File: src/rtl/core/assert_macros.svh
// Assertion macros shared by the RTL; empty when SYNTH is defined.
`ifndef ASSERT_MACROS_SVH
`define ASSERT_MACROS_SVH
`ifndef SYNTH
`define ASSERT_AT(label, clk, rstn, prop) \
  label: assert property (@(posedge clk) disable iff (!rstn) prop) \
    else $error("assertion failed");
`define ASSERT_CLK(label, prop) `ASSERT_AT(label, clk_i, rst_ni, prop)
`else
`define ASSERT_AT(label, clk, rstn, prop)
`define ASSERT_CLK(label, prop)
`endif
`endif

File: src/rtl/core/latu_pkg.sv
// Types and constants of the Latin-1 / UTF-8 transcoder.
package latu_pkg;

  localparam int unsigned CountW = 31;
  localparam int unsigned CfgIdxW = 1;

  localparam logic [CfgIdxW-1:0] CfgIdxDirection = 1'b0;
  localparam logic [CfgIdxW-1:0] CfgIdxNoError   = 1'b1;

  localparam logic [7:0] LeadMark   = 8'hC0;
  localparam logic [7:0] ContMark   = 8'h80;
  localparam logic [7:0] SixMask    = 8'h3F;
  localparam logic [7:0] FiveMask   = 8'h1F;
  localparam logic [7:0] ContHigh   = 8'hBF;
  localparam logic [7:0] LeadMin    = 8'hC2;
  localparam logic [7:0] LeadMax    = 8'hF4;
  localparam logic [7:0] Lead3Min   = 8'hE0;
  localparam logic [7:0] Lead4Min   = 8'hF0;
  localparam logic [7:0] Latin1Lead = 8'hC3;

  typedef enum logic [1:0] {
    PhNormal = 2'd0,
    PhSeq    = 2'd1,
    PhFault  = 2'd2
  } phase_e;

  typedef enum logic [1:0] {
    StopDone    = 2'd0,
    StopInvalid = 2'd1,
    StopUntrans = 2'd2
  } reason_e;

  typedef enum logic {
    DirToUtf8   = 1'b0,
    DirToLatin1 = 1'b1
  } dir_e;

  typedef struct packed {
    logic [7:0]        byte0;
    logic [7:0]        byte1;
    logic [1:0]        ndata;
    logic              has_end;
    reason_e           reason;
    logic              err;
    logic [CountW-1:0] count;
  } bundle_t;

  typedef struct packed {
    logic              is_end;
    logic [7:0]        out_byte;
    logic              last_of_run;
    logic [1:0]        stop_reason;
    logic              error_raised;
    logic [CountW-1:0] converted_count;
  } item_t;

endpackage

File: src/rtl/core/latu_if.sv
// Valid/ready stream interfaces for the transcoder input and result channels.
interface latu_in_if;
  logic       valid;
  logic       ready;
  logic [7:0] in_byte;
  logic       is_final;

  modport source (output valid, output in_byte, output is_final, input ready);
  modport sink   (input valid, input in_byte, input is_final, output ready);
endinterface

interface latu_out_if;
  logic        valid;
  logic        ready;
  logic        is_end;
  logic [7:0]  out_byte;
  logic        last_of_run;
  logic [1:0]  stop_reason;
  logic        error_raised;
  logic [30:0] converted_count;

  modport source (
    output valid, output is_end, output out_byte, output last_of_run,
    output stop_reason, output error_raised, output converted_count,
    input ready
  );
  modport sink (
    input valid, input is_end, input out_byte, input last_of_run,
    input stop_reason, input error_raised, input converted_count,
    output ready
  );
endinterface

File: src/rtl/core/latu_step.sv
// Per-byte sequence state and conversion logic producing a result bundle.
module latu_step
  import latu_pkg::*;
(
  input  logic       clk_i,
  input  logic       rst_ni,
  input  dir_e       dir_i,
  input  logic       no_error_i,
  input  logic       fire_i,
  input  logic [7:0] byte_i,
  input  logic       final_i,
  output bundle_t    bundle_o
);

  phase_e            phase_q, phase_d;
  logic [7:0]        lead_q, lead_d;
  logic [2:0]        len_q, len_d;
  logic [2:0]        seen_q, seen_d;
  logic [CountW-1:0] cnt_q, cnt_d;
  reason_e           fault_q, fault_d;

  logic [1:0]        add;
  logic [CountW:0]   sum;
  logic [7:0]        lo, hi;
  logic [CountW-1:0] cnt_step;

  always_comb begin
    phase_d  = phase_q;
    lead_d   = lead_q;
    len_d    = len_q;
    seen_d   = seen_q;
    fault_d  = fault_q;
    add      = 2'd0;
    lo       = ContMark;
    hi       = ContHigh;
    bundle_o = '0;
    bundle_o.reason = StopDone;

    if (phase_q == PhFault) begin
    end else if (dir_i == DirToUtf8) begin
      phase_d = PhNormal;
      if (byte_i == 8'h00) begin
        phase_d = PhFault;
        fault_d = StopInvalid;
      end else if (byte_i < ContMark) begin
        bundle_o.byte0 = byte_i;
        bundle_o.ndata = 2'd1;
        add = 2'd1;
      end else begin
        bundle_o.byte0 = LeadMark | (byte_i >> 6);
        bundle_o.byte1 = ContMark | (byte_i & SixMask);
        bundle_o.ndata = 2'd2;
        add = 2'd1;
      end
    end else if (phase_q == PhNormal) begin
      if (byte_i == 8'h00) begin
        phase_d = PhFault;
        fault_d = StopInvalid;
      end else if (byte_i < ContMark) begin
        bundle_o.byte0 = byte_i;
        bundle_o.ndata = 2'd1;
        add = 2'd1;
      end else if (byte_i < LeadMin || byte_i > LeadMax) begin
        phase_d = PhFault;
        fault_d = StopInvalid;
      end else begin
        lead_d  = byte_i;
        len_d   = (byte_i < Lead3Min) ? 3'd2 : (byte_i < Lead4Min) ? 3'd3 : 3'd4;
        seen_d  = 3'd1;
        phase_d = PhSeq;
      end
    end else begin
      if (seen_q == 3'd1) begin
        case (lead_q)
          8'hE0:   lo = 8'hA0;
          8'hED:   hi = 8'h9F;
          8'hF0:   lo = 8'h90;
          8'hF4:   hi = 8'h8F;
          default: lo = ContMark;
        endcase
      end
      if (byte_i < lo || byte_i > hi) begin
        phase_d = PhFault;
        fault_d = StopInvalid;
      end else begin
        seen_d = seen_q + 3'd1;
        if (seen_d >= len_q) begin
          phase_d = PhNormal;
          if (len_q == 3'd2 && lead_q <= Latin1Lead) begin
            bundle_o.byte0 = ((lead_q & FiveMask) << 6) | (byte_i & SixMask);
            bundle_o.ndata = 2'd1;
            add = 2'd2;
          end else begin
            phase_d = PhFault;
            fault_d = StopUntrans;
          end
        end
      end
    end

    sum      = {1'b0, cnt_q} + {{(CountW-1){1'b0}}, add};
    cnt_step = sum[CountW] ? {CountW{1'b1}} : sum[CountW-1:0];
    cnt_d    = cnt_step;

    if (final_i) begin
      bundle_o.has_end = 1'b1;
      bundle_o.reason  = (phase_d == PhFault) ? fault_d :
                         (phase_d == PhSeq) ? StopInvalid : StopDone;
      bundle_o.err     = (bundle_o.reason != StopDone) && !no_error_i;
      bundle_o.count   = cnt_step;
      phase_d = PhNormal;
      lead_d  = 8'h00;
      len_d   = 3'd0;
      seen_d  = 3'd0;
      cnt_d   = '0;
      fault_d = StopDone;
    end
  end

  always_ff @(posedge clk_i or negedge rst_ni) begin
    if (!rst_ni) begin
      phase_q <= PhNormal;
      lead_q  <= 8'h00;
      len_q   <= 3'd0;
      seen_q  <= 3'd0;
      cnt_q   <= '0;
      fault_q <= StopDone;
    end else if (fire_i) begin
      phase_q <= phase_d;
      lead_q  <= lead_d;
      len_q   <= len_d;
      seen_q  <= seen_d;
      cnt_q   <= cnt_d;
      fault_q <= fault_d;
    end
  end

endmodule

File: src/rtl/core/latu_emit.sv
// Result register that hands out the items of one bundle, one per transfer.
module latu_emit
  import latu_pkg::*;
(
  input  logic    clk_i,
  input  logic    rst_ni,
  input  logic    load_i,
  input  bundle_t bundle_i,
  output logic    can_load_o,
  output logic    valid_o,
  input  logic    ready_i,
  output item_t   item_o
);

  bundle_t    bun_q;
  logic       valid_q;
  logic [1:0] idx_q;
  logic [1:0] items;
  logic [1:0] items_in;
  logic       last;
  logic       data_item;

  assign items      = bun_q.ndata + {1'b0, bun_q.has_end};
  assign items_in   = bundle_i.ndata + {1'b0, bundle_i.has_end};
  assign last       = (idx_q == items - 2'd1);
  assign data_item  = (idx_q < bun_q.ndata);
  assign can_load_o = !valid_q || (ready_i && last);
  assign valid_o    = valid_q;

  always_comb begin
    item_o = '0;
    item_o.last_of_run = last;
    if (data_item) begin
      item_o.out_byte = (idx_q == 2'd0) ? bun_q.byte0 : bun_q.byte1;
    end else begin
      item_o.is_end          = 1'b1;
      item_o.stop_reason     = bun_q.reason;
      item_o.error_raised    = bun_q.err;
      item_o.converted_count = bun_q.count;
    end
  end

  always_ff @(posedge clk_i) begin
    if (can_load_o && load_i) begin
      bun_q <= bundle_i;
    end
  end

  always_ff @(posedge clk_i or negedge rst_ni) begin
    if (!rst_ni) begin
      valid_q <= 1'b0;
      idx_q   <= 2'd0;
    end else if (can_load_o) begin
      valid_q <= load_i && (items_in != 2'd0);
      idx_q   <= 2'd0;
    end else if (ready_i) begin
      idx_q <= idx_q + 2'd1;
    end
  end

endmodule

File: src/rtl/core/latin1_utf8_transcoder.sv
// Top level of the Latin-1 / UTF-8 byte-stream transcoder.
// Takes one source byte per transfer and returns zero to three result items:
// converted data bytes and, on the byte marked final, an end item with the stop
// reason, error flag, converted byte count and a zero terminator. A byte is
// registered at its input transfer and its results are loaded into the result
// register once it can take them. A new byte is accepted every cycle while each
// byte yields at most one result and the result port is ready; a byte with two
// or three results holds the input until the single result port has taken them.
// Write direction and no_error only while no string is in flight.
`include "assert_macros.svh"

module latin1_utf8_transcoder
  import latu_pkg::*;
(
  input  logic               clk_i,
  input  logic               rst_ni,
  input  logic               cfg_we_i,
  input  logic [CfgIdxW-1:0] cfg_idx_i,
  input  logic               cfg_data_i,
  latu_in_if.sink            in_i,
  latu_out_if.source         out_o
);

  dir_e       dir_q;
  logic       no_error_q;
  logic       in_valid_q;
  logic [7:0] in_byte_q;
  logic       in_final_q;
  logic       take;
  logic       fire;
  bundle_t    bundle;
  item_t      item;

  always_ff @(posedge clk_i or negedge rst_ni) begin
    if (!rst_ni) begin
      dir_q      <= DirToUtf8;
      no_error_q <= 1'b0;
    end else if (cfg_we_i) begin
      case (cfg_idx_i)
        CfgIdxDirection: dir_q      <= dir_e'(cfg_data_i);
        CfgIdxNoError:   no_error_q <= cfg_data_i;
        default:         no_error_q <= no_error_q;
      endcase
    end
  end

  assign in_i.ready = !in_valid_q || take;
  assign fire       = in_valid_q && take;

  always_ff @(posedge clk_i or negedge rst_ni) begin
    if (!rst_ni) begin
      in_valid_q <= 1'b0;
    end else if (in_i.valid && in_i.ready) begin
      in_valid_q <= 1'b1;
    end else if (take) begin
      in_valid_q <= 1'b0;
    end
  end

  always_ff @(posedge clk_i) begin
    if (in_i.valid && in_i.ready) begin
      in_byte_q  <= in_i.in_byte;
      in_final_q <= in_i.is_final;
    end
  end

  latu_step u_step (
    .clk_i      (clk_i),
    .rst_ni     (rst_ni),
    .dir_i      (dir_q),
    .no_error_i (no_error_q),
    .fire_i     (fire),
    .byte_i     (in_byte_q),
    .final_i    (in_final_q),
    .bundle_o   (bundle)
  );

  latu_emit u_emit (
    .clk_i      (clk_i),
    .rst_ni     (rst_ni),
    .load_i     (fire),
    .bundle_i   (bundle),
    .can_load_o (take),
    .valid_o    (out_o.valid),
    .ready_i    (out_o.ready),
    .item_o     (item)
  );

  assign out_o.is_end          = item.is_end;
  assign out_o.out_byte        = item.out_byte;
  assign out_o.last_of_run     = item.last_of_run;
  assign out_o.stop_reason     = item.stop_reason;
  assign out_o.error_raised    = item.error_raised;
  assign out_o.converted_count = item.converted_count;

  `ASSERT_CLK(a_in_hold, in_valid_q && !take |=> in_valid_q && $stable(in_byte_q))
  `ASSERT_CLK(a_data_clean, out_o.valid && !out_o.is_end |-> out_o.stop_reason == 2'd0 && out_o.converted_count == '0 && !out_o.error_raised)
  `ASSERT_CLK(a_err_reason, out_o.valid && out_o.error_raised |-> out_o.is_end && out_o.stop_reason != 2'd0 && !no_error_q)
  `ASSERT_CLK(a_end_last, out_o.valid && out_o.is_end |-> out_o.last_of_run && out_o.out_byte == 8'h00)

endmodule
File: src/flat_wrapper.sv
// flat-port wrapper written by rule: the top's interface ports become plain ports
module latin1_utf8_transcoder_flat import latu_pkg::*;
  (clk_i, rst_ni, cfg_we_i, cfg_idx_i, cfg_data_i, in_i_valid, in_i_in_byte, in_i_is_final, in_i_ready, out_o_valid, out_o_is_end, out_o_out_byte, out_o_last_of_run, out_o_stop_reason, out_o_error_raised, out_o_converted_count, out_o_ready);
  latu_in_if in_i_i ();
  latu_out_if out_o_i ();
  input  logic clk_i;
  input  logic rst_ni;
  input  logic cfg_we_i;
  input  logic [CfgIdxW-1:0] cfg_idx_i;
  input  logic cfg_data_i;
  input wire logic [$bits(in_i_i.valid)-1:0] in_i_valid;
  input wire logic [$bits(in_i_i.in_byte)-1:0] in_i_in_byte;
  input wire logic [$bits(in_i_i.is_final)-1:0] in_i_is_final;
  output wire logic [$bits(in_i_i.ready)-1:0] in_i_ready;
  output wire logic [$bits(out_o_i.valid)-1:0] out_o_valid;
  output wire logic [$bits(out_o_i.is_end)-1:0] out_o_is_end;
  output wire logic [$bits(out_o_i.out_byte)-1:0] out_o_out_byte;
  output wire logic [$bits(out_o_i.last_of_run)-1:0] out_o_last_of_run;
  output wire logic [$bits(out_o_i.stop_reason)-1:0] out_o_stop_reason;
  output wire logic [$bits(out_o_i.error_raised)-1:0] out_o_error_raised;
  output wire logic [$bits(out_o_i.converted_count)-1:0] out_o_converted_count;
  input wire logic [$bits(out_o_i.ready)-1:0] out_o_ready;
  assign in_i_i.valid = in_i_valid;
  assign in_i_i.in_byte = in_i_in_byte;
  assign in_i_i.is_final = in_i_is_final;
  assign in_i_ready = in_i_i.ready;
  assign out_o_valid = out_o_i.valid;
  assign out_o_is_end = out_o_i.is_end;
  assign out_o_out_byte = out_o_i.out_byte;
  assign out_o_last_of_run = out_o_i.last_of_run;
  assign out_o_stop_reason = out_o_i.stop_reason;
  assign out_o_error_raised = out_o_i.error_raised;
  assign out_o_converted_count = out_o_i.converted_count;
  assign out_o_i.ready = out_o_ready;
  latin1_utf8_transcoder u_core (.clk_i(clk_i), .rst_ni(rst_ni), .cfg_we_i(cfg_we_i), .cfg_idx_i(cfg_idx_i), .cfg_data_i(cfg_data_i), .in_i(in_i_i), .out_o(out_o_i));
endmodule
File: config.mk
export PLATFORM = sky130hd
export DESIGN_NAME = latin1_utf8_transcoder_flat
export DESIGN_NICKNAME = d
export VERILOG_FILES = /design/src/rtl/core/latu_pkg.sv /design/src/rtl/core/latu_if.sv /design/src/rtl/core/latu_step.sv /design/src/rtl/core/latu_emit.sv /design/src/rtl/core/latin1_utf8_transcoder.sv /design/src/flat_wrapper.sv
export VERILOG_INCLUDE_DIRS = /design/src /design/src/rtl/core
export SDC_FILE = /design/constraint.sdc
export NUM_CORES = 1
export LEC_CHECK = 0
export BUFFER_PORTS_ARGS = -buffer_cell sky130_fd_sc_hd__buf_2
export CAP_MARGIN = 15
export CORE_UTILIZATION = 35
export CTS_CLUSTER_DIAMETER = 120
export DETAILED_ROUTE_END_ITERATION = 8
export PLACE_DENSITY = 0.54
export RECOVER_POWER = 25
export SLEW_MARGIN = 5
export SYNTH_ARGS = -nofsm -noshare
export SYNTH_HDL_FRONTEND = slang
export SYNTH_SLANG_ARGS = --single-unit
File: constraint.sdc
create_clock -name clk_i -period 5.1 [get_ports clk_i]
set_input_delay 1.275 -clock clk_i [delete_from_list [all_inputs] [get_ports clk_i]]
set_output_delay 1.275 -clock clk_i [all_outputs]
set_load 0.05 [all_outputs]
==> impl_results.md <==
- Slew HR: -22.10%
- Fin area: 0.007517 mm2
- CTS root buf: clkbuf_16
- EDFF count, synth: slightly above 60
- Critical path, cell by cell: ha_1 > nand4bb_1 > nor2_1 > nand2_1 > a21oi_1 > ha_1 > a21o_1 > o21ai_1 > o2111ai_4 > nor4_1 > buf_4 > inv_1 > fa_1 > and4b_1 > and2_1 > and2_1 > and3_1 > nand3_1 > o31a_1 > o22a_1
- Setup TNS: 0 ns
- CTS Buf Count: 17
- Setup skew after layout: 0.008706 ns
- Pre-antenna DRT Iters: 5
- Crit path time final: roughly 4.6 ns
- Hold Fails Final Rpt: 0
- Peak supply drop: between 400 and 500 uV
- Most frequent cells after synthesis: 70 x a21oi_1, 61 x edfxtp_1, 55 x dfrtp_1, 54 x nor2_1
- Ys async rst share: a little under half
- Antenna Nets Post-Route: 0
- Ys flop type: edfxtp_1
- GRT Util Overall: 17.31%
- P_leak: 3.017 nW
- WP buf/inv: 2
- Sequential share of the synthesized area: between 50 and 60%
- Slowest CP cell: fa_1
- Yosys top cell by area: edfxtp_1
- Synth area leaders: edfxtp_1 29%, dfrtp_1 21%, a21oi_1 5.5%, and2_1 4.9%, nor2_1 3.2%
- Status: complete, but fails checks
- Layout cells sized above 1: between 10% and 20%
- CTS tree: done
- Max Root-Sink Buffers: 2
- Final hold slack: 0.4768 ns
- CTS HTree Levels: 4
- IO Pins: 62
- Sequential Area: 0.003208 mm2
- Initial Utilization: approximately 36%
- Initial antenna violation count: 0
- Multi-input gate area: ~0.0029 mm2
- CTS Hold Bufs: 0
- Yosys cell types: 63
- Area post-placement: ~0.007 mm2
- Routability cong.: between 0.8 and 0.9
- Element type at the critical path end: flip-flop
- Crit path max-delay family: simple AND/OR/NAND/NOR gates
- Vias after detailed routing: about 5000
- Final total power: around 5.1 mW
- WP data required: roughly 5.4 ns
- Hold WC Path Type: flip-flop to flip-flop
- Worst-path clk slew: 0.05 ns
- Layout Nets: roughly 720
- Die W: between 100 and 150 um
- Number of remaining DRC errors: 0
- Area share of the largest cell type after synthesis: ~29%
- Yosys synthesis warning count: 0
- Pwr/cell area: 684.3 mW/mm2
- ANT cells: 0
- Most frequent cell after synthesis: a21oi_1
- First-pass GRT wire length: between 20000 and 25000 um
- CTS-repair resized insts: 0
- Failing checks: max-capacitance violations, max-slew violations
- Max frequency: around 220 MHz
- Overall die area: between 0.015 and 0.02 mm2
- Arr. time, crit path: between 4 and 5 ns
- CP Launch Type: flip-flop
- Max-slew violations: 92
- Synthesis-to-layout area growth: 17.37%
- DP Wirelength: 10400 um
- RSZ-0062 raised after global routing: no
- GRT Residual Overflow: 0
- DR WL/cell: 16.27 um
- # clock sinks: about 120
- Core Region: around 0.018 mm2
- Post-CTS Setup Bufs: 0
- Slew @ Worst Pin: roughly 1.8 ns
- Max Cap Violations: 3
- Post-Syn Nets: about 670
- # port buffers: a little over 60
- Worst path max stage delay: about 0.44 ns
- Post-synthesis register bit count: about 120
- Vias in the first global route: between 4000 and 5000
- DR iter-0 viols: approximately 420
- Worst-Skew Late Latency: ~0.42 ns
- Cells after Synth: 643
- Largest net degree at the start of global routing: 49
- Critical path class: flip-flop to flip-flop
- DR vias/cell: ~5.4
- Crit Path Max Fanout: 6
- Drt total wl: approximately 15000 um
- Post-Syn Area: 0.006405 mm2
- FILL cells: about 1800
- Syn_area_per_cell: ~10 um2
- Row count: 49
- Final worst-path cycle share: between 90% and 100%
- Die H: approximately 140 um
- Final Setup Violations: 0
-- final timing paths --
| kind | startpoint | end | slack [ns] | cells past startpoint |
|---|---|---|---|---|
| max in group asynchronous | rst_ni | u_core.u_step.cnt_q[30] | 1.47 | 2 |
| min in group asynchronous | rst_ni | u_core.u_step.cnt_q[16] | 1.29 | 1 |
| max reg2reg | u_core.u_step.seen_q[0] | u_core.u_step.cnt_q[30] | 0.50 | 20 |
| min | u_core.u_step.lead_q[6] | u_core.u_step.lead_q[6] | 0.48 | 1 |
| min reg2reg | u_core.u_step.lead_q[6] | u_core.u_step.lead_q[6] | 0.48 | 1 |
| max | u_core.u_step.seen_q[0] | u_core.u_step.cnt_q[30] | 0.50 | 20 |
-- state kept, by name, indices dropped and copies added, names as in the netlist, 2 cells and up --
signal,count
u_core.u_step.phase_q,2
u_core.u_step.len_q,3
u_core.u_step.fault_q,2
u_core.u_step.seen_q,3
u_core.u_emit.idx_q,2
u_core.u_emit.bun_q,52
u_core.u_step.lead_q,8
u_core.u_step.cnt_q,31
u_core.in_byte_q,8
-- cells in the final DEF (no fill, tap or decap), types with 4 or more instances in the layout --
master / Yosys / layout
a22o_1: 8 / 8
inv_1: 25 / 25
o31ai_1: 7 / 7
clkbuf_1: 26 / 9
a21oi_1: 70 / 70
buf_4: 1 / 7
and2_0: 0 / 4
buf_2: 8 / 57
mux2i_1: 7 / 7
o22a_1: 19 / 19
nor3_1: 10 / 10
dfrtp_1: 55 / 55
nor2_1: 54 / 54
o21ai_0: 15 / 15
xnor2_1: 22 / 22
a31oi_1: 11 / 11
nand2_1: 50 / 50
clkbuf_16: 0 / 17
clkinv_2: 0 / 5
o21a_1: 4 / 4
a21o_1: 6 / 6
and2_1: 50 / 46
edfxtp_1: 61 / 61
nor4_1: 7 / 7
and4_1: 5 / 5
nand3_1: 19 / 19
and3_1: 11 / 11
xor2_1: 10 / 10
nand4_1: 6 / 6
a41oi_1: 4 / 4
ha_1: 14 / 14
or2_2: 4 / 4
-- where the power goes --
part,internal (mW),switching [mW],total (mW)
Clock,0.774,0.414,1.19
Combinational,0.637,1.79,2.43
Sequential,1.36,0.163,1.53
-- cell type report --
class                           count  share of cell area [%]
Tap cell                          229                   3.812
Multi-Input combinational cell    460                   39.00
Timing Repair Buffer               72                   5.426
Clock inverter                     11                   1.798
Sequential cell                   116                   42.68
Clock buffer                       21                   5.992
Inverter                           26                   1.298
-- kinds of logic after synthesis --
kind of cell,after synthesis,share of synthesized area (%)
adders and majority gates,15,3.048
muxes,11,1.797
xor gates and xnor gates,32,4.376
and+or+nand+nor,235,19.07
buffers and inverters,67,4.141
DFF,116,50.09
AOI/OAI and AO/OA,167,17.48
-- through the flow --
step | utilization [%] | std cells | setup WS [ns]
after floorplan | - | 643 | 0.8805
after global placement | 38.50 | 902 | 0.6561
after detailed placement | 38.50 | 902 | 0.5450
after CTS | 41.76 | 934 | 0.5322
after global routing | 41.85 | 935 | 0.08367
final | 41.85 | 935 | 0.4986
-- metal layers --
layer  global-route usage [%]  routed length [um]  vias to the layer above
li1                         -                   -                     2426
met5                        0                   0                        -
met4                    7.204                 264                        0
met1                    22.95                7141                     2443
met3                    3.385                 568                       24
met2                    27.58                7242                      121
No activity file was read; power rests on OpenSTA's default activity.
